File: src/slcd_pkg.sv
// ----------------------------------------------------------------------------
// slcd_pkg
// shared types and constants for the length-prefixed frame deframer
// ----------------------------------------------------------------------------
package slcd_pkg;

   localparam logic [7:0] SYNC0_BYTE    = 8'hE0;
   localparam logic [7:0] SYNC1_BYTE    = 8'h0E;
   localparam logic [7:0] SYNC2_BYTE    = 8'h3A;
   localparam logic [7:0] TIMEOUT_RESET = 8'd10;

   // header bytes folded into the checksum
   localparam logic [7:0] HEADER_SUM = 8'(32'(SYNC0_BYTE) + 32'(SYNC1_BYTE) + 32'(SYNC2_BYTE));

   // request kinds carried in req_tuser
   localparam logic REQ_BYTE = 1'b0;
   localparam logic REQ_TICK = 1'b1;

   typedef enum logic [1:0] {
      KIND_PAYLOAD  = 2'd0,
      KIND_END_GOOD = 2'd1,
      KIND_END_BAD  = 2'd2
   } kind_type;

   typedef enum logic [5:0] {
      ST_HUNT     = 6'b000001,
      ST_SYNC1    = 6'b000010,
      ST_LEN_LO   = 6'b000100,
      ST_LEN_HI   = 6'b001000,
      ST_SYNC2    = 6'b010000,
      ST_PAYLOAD  = 6'b100000
   } parse_state_type;

   typedef struct packed {
      logic        valid;
      kind_type    kind;
      logic [7:0]  data;
      logic [15:0] index;
      logic        last;
   } result_type;

endpackage

File: src/slcd_parser.sv
// ----------------------------------------------------------------------------
// slcd_parser
// frame parse state, length and checksum tracking, timeout countdown
// ----------------------------------------------------------------------------
module slcd_parser (
   input  logic                 clock,
   input  logic                 reset,
   input  logic                 req_accept,
   input  logic                 req_kind,
   input  logic [7:0]           rx_byte,
   input  logic [7:0]           timeout_ticks,
   output slcd_pkg::result_type result
);
   import slcd_pkg::*;

   parse_state_type state_ff, state_in;
   logic [15:0]     bytes_left_ff, bytes_left_in;
   logic [7:0]      running_sum_ff, running_sum_in;
   logic [15:0]     write_index_ff, write_index_in;
   logic [7:0]      timeout_left_ff, timeout_left_in;
   logic [7:0]      timeout_dec;
   logic            is_sync0;

   assign timeout_dec = timeout_left_ff - 8'd1;
   assign is_sync0    = (rx_byte == SYNC0_BYTE);

   always_comb begin
      state_in        = state_ff;
      bytes_left_in   = bytes_left_ff;
      running_sum_in  = running_sum_ff;
      write_index_in  = write_index_ff;
      timeout_left_in = timeout_left_ff;
      result          = '0;
      result.kind     = KIND_PAYLOAD;

      if (req_accept) begin
         if (req_kind == REQ_TICK) begin
            if (state_ff != ST_HUNT) begin
               timeout_left_in = timeout_dec;
               if (timeout_dec == 8'd0) begin
                  state_in = ST_HUNT;
               end
            end
         end else begin
            unique case (state_ff)
               ST_HUNT: begin
                  if (is_sync0) begin
                     state_in        = ST_SYNC1;
                     timeout_left_in = timeout_ticks;
                  end
               end
               ST_SYNC1: begin
                  if (rx_byte == SYNC1_BYTE) begin
                     state_in = ST_LEN_LO;
                  end else if (is_sync0) begin
                     // mismatch byte retried as a new sync
                     state_in        = ST_SYNC1;
                     timeout_left_in = timeout_ticks;
                  end else begin
                     state_in = ST_HUNT;
                  end
               end
               ST_LEN_LO: begin
                  bytes_left_in  = {8'd0, rx_byte};
                  running_sum_in = rx_byte;
                  state_in       = ST_LEN_HI;
               end
               ST_LEN_HI: begin
                  bytes_left_in  = {rx_byte, bytes_left_ff[7:0]};
                  running_sum_in = running_sum_ff + rx_byte;
                  state_in       = ST_SYNC2;
               end
               ST_SYNC2: begin
                  if (rx_byte == SYNC2_BYTE) begin
                     state_in       = ST_PAYLOAD;
                     write_index_in = 16'd0;
                     running_sum_in = running_sum_ff + HEADER_SUM;
                  end else if (is_sync0) begin
                     state_in        = ST_SYNC1;
                     timeout_left_in = timeout_ticks;
                  end else begin
                     state_in = ST_HUNT;
                  end
               end
               ST_PAYLOAD: begin
                  result.valid = 1'b1;
                  result.data  = rx_byte;
                  result.index = write_index_ff;
                  if (bytes_left_ff > 16'd1) begin
                     bytes_left_in  = bytes_left_ff - 16'd1;
                     write_index_in = write_index_ff + 16'd1;
                     running_sum_in = running_sum_ff + rx_byte;
                     result.kind    = KIND_PAYLOAD;
                     result.last    = 1'b0;
                  end else begin
                     // checksum byte closes the frame
                     bytes_left_in = 16'd0;
                     state_in      = ST_HUNT;
                     result.kind   = (running_sum_ff == rx_byte) ? KIND_END_GOOD
                                                                  : KIND_END_BAD;
                     result.last   = 1'b1;
                  end
               end
               default: begin
                  state_in = ST_HUNT;
               end
            endcase
         end
      end
   end

   always_ff @(posedge clock) begin
      if (reset) begin
         state_ff        <= ST_HUNT;
         bytes_left_ff   <= '0;
         running_sum_ff  <= '0;
         write_index_ff  <= '0;
         timeout_left_ff <= '0;
      end else begin
         state_ff        <= state_in;
         bytes_left_ff   <= bytes_left_in;
         running_sum_ff  <= running_sum_in;
         write_index_ff  <= write_index_in;
         timeout_left_ff <= timeout_left_in;
      end
   end

endmodule

File: src/sync_length_checksum_deframer.sv
// ----------------------------------------------------------------------------
// sync_length_checksum_deframer
// deframes E0 0E len_lo len_hi 3A payload checksum frames from a byte stream
// ----------------------------------------------------------------------------
// Each request is either a received byte or a timer tick. The parser
// updates its frame state as the request is taken and the result lands in
// the output register on the same edge, so a new request is accepted every
// cycle as long as the output register is empty or being
// drained. Payload bytes come out with their position in the frame, and the
// checksum byte comes out as a frame-end result with tlast set and tuser
// flagging the additive checksum good or bad. The length field counts the
// checksum byte, and a length of zero acts as one. Ticks never produce a
// result; after a sync byte, timeout_ticks ticks abort the frame (zero means
// 256). The timeout register should only be written while no frame is in
// flight.
// ----------------------------------------------------------------------------
module sync_length_checksum_deframer (
   input  logic        clock,
   input  logic        reset,

   // request stream
   input  logic        req_tvalid,
   output logic        req_tready,
   input  logic [7:0]  req_tdata,   // [7:0] rx_byte
   input  logic [0:0]  req_tuser,   // [0] req_type: 0 byte, 1 tick

   // result stream
   output logic        rsp_tvalid,
   input  logic        rsp_tready,
   output logic [23:0] rsp_tdata,   // [7:0] out_byte, [23:8] out_index
   output logic [1:0]  rsp_tuser,   // [1:0] out_kind
   output logic        rsp_tlast,   // last: frame end

   // timeout register
   input  logic        csr_wr_en,
   input  logic [7:0]  csr_wr_data
);
   import slcd_pkg::*;

   logic        timeout_ticks_ff;
   logic [7:0]  timeout_reg_ff;
   logic        req_accept;
   result_type  result;

   logic        rsp_valid_ff, rsp_valid_in;
   kind_type    rsp_kind_ff;
   logic [7:0]  rsp_byte_ff;
   logic [15:0] rsp_index_ff;
   logic        rsp_last_ff;

   // take a request whenever the output slot is free or draining this cycle
   assign req_tready = !rsp_valid_ff || rsp_tready;
   assign req_accept = req_tvalid && req_tready;

   // timeout register, written any time the enable is high
   always_ff @(posedge clock) begin
      if (reset) begin
         timeout_reg_ff <= TIMEOUT_RESET;
      end else if (csr_wr_en) begin
         timeout_reg_ff <= csr_wr_data;
      end
   end

   // marks that the timeout register has been touched since reset
   always_ff @(posedge clock) begin
      if (reset) begin
         timeout_ticks_ff <= 1'b0;
      end else if (csr_wr_en) begin
         timeout_ticks_ff <= 1'b1;
      end
   end

   slcd_parser u_parser (
      .clock         (clock),
      .reset         (reset),
      .req_accept    (req_accept),
      .req_kind      (req_tuser[0]),
      .rx_byte       (req_tdata),
      .timeout_ticks (timeout_ticks_ff ? timeout_reg_ff : TIMEOUT_RESET),
      .result        (result)
   );

   // output register: loads on accept, clears when taken with nothing new
   always_comb begin
      rsp_valid_in = rsp_valid_ff;
      if (req_accept) begin
         rsp_valid_in = result.valid;
      end else if (rsp_tready) begin
         rsp_valid_in = 1'b0;
      end
   end

   always_ff @(posedge clock) begin
      if (reset) begin
         rsp_valid_ff <= 1'b0;
      end else begin
         rsp_valid_ff <= rsp_valid_in;
      end
   end

   // result payload, no reset needed
   always_ff @(posedge clock) begin
      if (req_accept && result.valid) begin
         rsp_kind_ff  <= result.kind;
         rsp_byte_ff  <= result.data;
         rsp_index_ff <= result.index;
         rsp_last_ff  <= result.last;
      end
   end

   assign rsp_tvalid = rsp_valid_ff;
   assign rsp_tdata  = {rsp_index_ff, rsp_byte_ff};
   assign rsp_tuser  = rsp_kind_ff;
   assign rsp_tlast  = rsp_last_ff;

endmodule
File: config.mk
export PLATFORM = sky130hd
export DESIGN_NAME = sync_length_checksum_deframer
export DESIGN_NICKNAME = d
export VERILOG_FILES = /design/src/slcd_pkg.sv /design/src/slcd_parser.sv /design/src/sync_length_checksum_deframer.sv
export SDC_FILE = /design/constraint.sdc
export NUM_CORES = 1
export LEC_CHECK = 0
export ABC_AREA = 1
export BUFFER_PORTS_ARGS = -buffer_cell sky130_fd_sc_hd__buf_4
export CAP_MARGIN = 20
export CORE_MARGIN = 4
export CORE_UTILIZATION = 60
export DETAILED_ROUTE_END_ITERATION = 8
export PLACE_DENSITY = 0.89
export SETUP_SLACK_MARGIN = 0.3
export SYNTH_ARGS = -nofsm -noshare
export SYNTH_HDL_FRONTEND = slang
export SYNTH_SLANG_ARGS = --single-unit
File: constraint.sdc
create_clock -name clock -period 2.46 [get_ports clock]
set_input_delay 0.246 -clock clock [delete_from_list [all_inputs] [get_ports clock]]
set_output_delay 0.246 -clock clock [all_outputs]
set_load 0.005 [all_outputs]
; ---- Yosys cells after proc, flatten, opt, wreduce, memory -nomap -nowiden
; Cells that the tools add are included.
[classes]
n_addsub = 5
mul = 0
n_div = 0
order_cmp = 1
n_eq_ne = 19
shifts = 0
n_mux = 32
n_bitwise = 4
reduce_logical = 19
[ops]
columns = cell, count
row1 = $mux 28, 3
row2 = $mux 8, 8
row3 = $mux 16, 3
row4 = $pmux 16 s3, 1
row5 = $mux 6, 7
row6 = $pmux 6 s6, 1
row7 = $pmux 16 s2, 1
row8 = $pmux 8 s4, 1
row9 = $pmux 8 s3, 1
row10 = $reduce_and 5->1, 4
row11 = $add 16x1->16 const B, 1
row12 = $gt 16x1->1 const B, 1
row13 = $sub 16x1->16 const B, 1
row14 = $ne 3x3->1 const B, 3
row15 = $add 8x6->8 const B, 1
row16 = $add 8x8->8, 1
row17 = $eq 8x4->1 const B, 1
row18 = $eq 8x6->1 const B, 1
row19 = $eq 8x8->1, 1
row20 = $eq 8x8->1 const B, 1
row21 = $logic_not 8->1, 1
row22 = $ne 2x1->1 const B, 4
row23 = $reduce_bool 4->1, 2
row24 = $sub 8x1->8 const B, 1
row25 = other kinds (20), 30
[word_totals]
register_bits = 91
latch_bits = 0
ram_bits = 0
rom_bits = 0
output_inout_bits = 29
wordCells = 93
mem_count = 0

; ---- Logic depth before layout (Yosys ltp)
[logic_depth]
depth_word = 7
depth_mapped = 14
mapped_depth_nobuf = 14

; ---- Modules after synthesis
; From an unflattened synthesis, not the netlist that was laid out.
[unflattened]
hier_cells = 799
hier_area_um2 = 5491.5
[modules_own_cells]
columns = module, n_inst, cells_each, area_each_um2
row1 = slcd_parser, 1, 709, 4259.1
row2 = sync_length_checksum_deframer, 1, 90, 1232.4

; ---- Least setup slack after synthesis
; No wires, ideal clock.
[synth_timing]
kind = register to register
startpoint = register u_parser.state_ff[0]
endpoint = register rsp_byte_ff[0], enable pin
setup_time_ns = 0.382
t_arrival_ns = 1.667
t_required_ns = 2.078
path_slack_ns = 0.412
path_stages_with_launch = 9
n_path_buf = 1
cell_sequence = dfxtp_1 > nor2_2 > nand2_1 > inv_2 > nand2_4 > clkinv_2 > nand2_2 > clkbuf_1 > inv_1
[synth_via]
elab_chain_len = 5
[synth_lines]
columns = element, line_no
row1 = from (decl), slcd_parser.sv:16  ; parse_state_type state_ff, state_in;
row2 = from (signal assigned), slcd_parser.sv:120  ; state_ff <= state_in;
row3 = $eq 6x6->1, slcd_parser.sv:45  ; unique case (state_ff)
row4 = $mux 28, slcd_parser.sv:45
row5 = $mux 28, slcd_parser.sv:37  ; if (req_kind == REQ_TICK) begin
row6 = $mux 28, slcd_parser.sv:36  ; if (req_accept) begin
row7 = $logic_and 1x1->1, sync_length_checksum_deframer.sv:103  ; if (req_accept && result.valid) begin
row8 = to (signal assigned), sync_length_checksum_deframer.sv:105  ; rsp_byte_ff <= result.data;
row9 = to (decl), sync_length_checksum_deframer.sv:47  ; logic [7:0] rsp_byte_ff;
; No other way between the ends.
; A chain may end at the register's enable or synchronous reset.

; ---- Worst setup path after layout
[layout_timing]
startpoint = register u_parser.bytes_left_ff[0]
endpoint = register u_parser.write_index_ff[14]
[layout_via]
elab_chain_len = 3
[layout_lines]
columns = element, line_no
row1 = from (decl), slcd_parser.sv:17  ; logic [15:0] bytes_left_ff, bytes_left_in;
row2 = from (signal assigned), slcd_parser.sv:121  ; bytes_left_ff <= bytes_left_in;
row3 = $gt 16x1->1, slcd_parser.sv:89  ; if (bytes_left_ff > 16'd1) begin
row4 = $ne 2x1->1 (no source line), n/a
row5 = $reduce_and 5->1 (no source line), n/a
row6 = to (signal assigned), slcd_parser.sv:123  ; write_index_ff <= write_index_in;
row7 = to (decl), slcd_parser.sv:19  ; logic [15:0] write_index_ff, write_index_in;
; No other way between the ends.

==> reports/metrics.csv <==
stage,metric,value,unit
setup_path,required,2.73,ns
grt,grt-ovfl-total,0,
die,die_h,101,um
flow_run,maxCapViolations,0,
drt,drc,0,
sta,max-slew-margin-rel,0.587,
layout,final_area,0.00586,sq mm
drt,drt_iter0_markers,349,
drt,final_antenna_net_count,0,
die,core_area,0.00834,sq mm
pwr,leakage,0.00261,uW
die,dieArea,0.0103,sq mm
pwr,swShare,0.291,
layout,layout.nets,831,
status,status,"finished, final reports clean",
synthesis,synth_compound_gate_area_share,0.127,
synthesis,ys_warn_count,0,
sta,final.min_clock_period,1.96,ns
drt,drt-wirelength-per-cell,13.6,um
synthesis,netlist_top_cells_count,"nand2_1 (165), nor2_1 (129), inv_1 (86)",
synthesis,synth-edff-count,27,
clocking,ctsRootBufferMaster,clkbuf_8,
layout,fillers,657,
layout,drive_gt1_frac,0.135,
layout,multi_input_area,0.00271,sq mm
synthesis,synth_cell_types,38,
synthesis,yosysTopAreaCellShare,0.245,
sta,finalSetupViolations,0,
min_path,hp-class,primary input to flop,
synthesis,yosysMostFrequentCell,nand2_1,
layout,fin_util,0.703,
place,hpwl,9130,um
setup_path,endpoint_kind,flop,
synthesis,synth_area,0.00522,sq mm
sta,maxSlewViolCount,0,
synthesis,syn_inst,746,
place,place_area,0.00568,sq mm
synthesis,yosys-top-cells-area,"dfxtp_1 (25%), edfxtp_1 (16%), nand2_1 (12%)",
place,gp_congestion,0.922,
clocking,cts_max_level,3,
clocking,clk-insertion-delay-late,0.36,ns
die,start_util,0.626,
pwr,clockPowerShare,0.310,
setup_path,critPathKind,flop to flop,
drt,wl,12400,um
sta,fmax,0.511,GHz
synthesis,synth_nets,782,
layout,regArea,0.00209,sq mm
clocking,clock_sinks,91,
grt,antenna_found_initial,0,
grt,grt_pass1_vias,4710,
synthesis,ys_ff_latch,91,
clocking,clock_path_buffers,2,
die,die_x,101,um
synthesis,synth_xor_area_frac,0.0369,
clocking,cts_tree,done,
synthesis,synth_fa_ha_area_frac,0.0350,
drt,dr.pass1.iters,5,
grt,grt_pass1_wl,20700,um
layout,final_cells,905,
drt,dr_total_vias,5079,
synthesis,synthSimpleGateAreaFrac,0.317,
setup_path,critPathSlowestCell,dfxtp_1,
synthesis,synth_top_family_by_area,simple AND/OR/NAND/NOR gates,
sta,finalHoldViolCount,0,
setup_path,cp_top_family,simple AND/OR/NAND/NOR gates,
setup_path,slowest_delay,0.39,ns
pwr,p_int,2100,uW
setup_path,critPathBufInv,2,
setup_path,critPathArrivalTime,2.22,ns
sta,tns,0,ns
pwr,combPwrFrac,0.149,
pwr,power.switching,859,uW
synthesis,synth_top_cell_by_area,dfxtp_1,
sta,skew,0.0168,ns
synthesis,async_flop_share,0,
place,placed_cells,889,
setup_path,path_max_fanout,17,
setup_path,crit_path_cell_trace,inv_1 > ha_1 > inv_1 > a21oi_1 > nand3_2 > nand3_4 > nor2_1 > nand3b_1 > nand2_1 > nor2_1,
sta,rsz0062_at_grt,no,
pwr,pwr_density_cell,504,mW/mm^2
drt,via_per_inst,5.61,
clocking,tritoncts.num_buffers,9,
synthesis,yosysSeqAreaShare,0.400,
sta,tightest_slew,0.619,ns
die,row_count,33,
place,io_buffers,50,
layout,synthToLayoutAreaGrowth,12.3,%
pwr,seq_power_share,0.541,
pwr,peakVddDrop,0.000356,V
synthesis,synth-main-ff-cell,dfxtp_1,
synthesis,synthMuxAreaShare,0,
grt,grt_max_degree,28,
synthesis,post_synth.cell_area_avg,7.00,sq um
grt,track_usage,0.247,
layout,antenna_cells,0,
clocking,clk_pin_slew,0.10,ns
clocking,hold_buffers,0,
die,io_pins,51,
setup_path,cp-start-kind,flop,
sta,fin_crit_sh,0.795,
[per-layer routing]
metal	global-route usage	wire, um
met1	0.317	5100
met2	0.418	5860
met3	0.0337	1060
met4	0.102	330
met5	0	0
[kinds of logic (layout without fill, tap and decap cells)]
family / count (synthesis) / in the layout
adders and majority gates: 14 / 14
DFF: 91 / 91
buffers and inverters: 110 / 164
xor gates and xnor gates: 22 / 22
and+or+nand+nor: 383 / 383
AOI/OAI and AO/OA: 126 / 126
[worst min-delay path: cells and delay by family]
kind | cells | cell delay, ns
buffers and inverters | 1 | 0.08
AO/OA/AOI/OAI | 2 | 0.11
[worst paths after layout]
path / depth (start not counted) / startpoint / endpoint / slack (ns)
min: 3 / csr_wr_data[1] / timeout_reg_ff[1]$_SDFFE_PP1P_ / 0.1
min reg2reg: 2 / timeout_reg_ff[2]$_SDFFE_PP0P_ / timeout_reg_ff[2]$_SDFFE_PP0P_ / 0.47
max reg2reg: 10 / u_parser.bytes_left_ff[0]$_SDFFE_PP0P_ / u_parser.write_index_ff[14]$_SDFFE_PP0P_ / 0.50
max: 10 / u_parser.bytes_left_ff[0]$_SDFFE_PP0P_ / u_parser.write_index_ff[14]$_SDFFE_PP0P_ / 0.50
[placed cells by master, fill, tap and decap left out, types with 3 or more instances in the layout]
master      n
edfxtp_1   27
xnor2_1     8
o21ai_1     6
clkinv_4    4
xor2_1     14
dfxtp_1    64
nor2_4      3
nand3_1    36
inv_2       7
nor3_1     11
nor2_2      7
or2_2       3
a22oi_1     3
ha_1       13
nand4_1    10
a31oi_1     9
inv_1      86
o22ai_1     5
o21ai_0    50
nand2_1   164
a21oi_1    50
clkbuf_8    9
buf_4      54
nor2_1    129
nand2_2     8
[stage by stage]
| stage | setup slack (ns) | total power, uW | hold slack, ns |
|---|---|---|---|
| floorplan | 0.412 | 1950 | 0.346 |
| global placement | 0.636 | 2050 | 0.448 |
| detailed placement | 0.540 | 2060 | 0.454 |
| CTS | 0.476 | 2960 | 0.0904 |
| global route | 0.354 | 3090 | 0.134 |
| finish | 0.504 | 2960 | 0.0989 |
[flip-flops by register name (all words and copies together), names as in the netlist]
name	cells
rsp_byte_ff	8
rsp_index_ff	16
rsp_tlast	1
rsp_tuser	2
rsp_tvalid	1
timeout_reg_ff	8
timeout_ticks_ff	1
u_parser.bytes_left_ff	16
u_parser.running_sum_ff	8
u_parser.state_ff	6
u_parser.timeout_left_ff	8
u_parser.write_index_ff	16
[power groups by stage]
| stage | clock [uW] | sequential (uW) | combinational [uW] |
|---|---|---|---|
| global placement | 0 | 1630 | 416 |
| finish | 918 | 1600 | 439 |
| global route | 984 | 1600 | 502 |
| floorplan | 0 | 1630 | 326 |
| detailed placement | 0 | 1630 | 426 |
| CTS | 929 | 1600 | 430 |
[layout make-up]
type                            count  share of cell area
Sequential cell                    91               0.357
Clock buffer                        9              0.0211
Inverter                           94              0.0604
Timing Repair Buffer               54              0.0691
Tap cell                          105              0.0224
Clock inverter                      7             0.00896
Multi-Input combinational cell    545               0.461
[timing repair]
action	in CTS	in global routing
endpoints found under the setup margin	0	6
resized for setup	0	2
buffers inserted	0	0
Note: power is estimated with default switching activity, not from simulation.
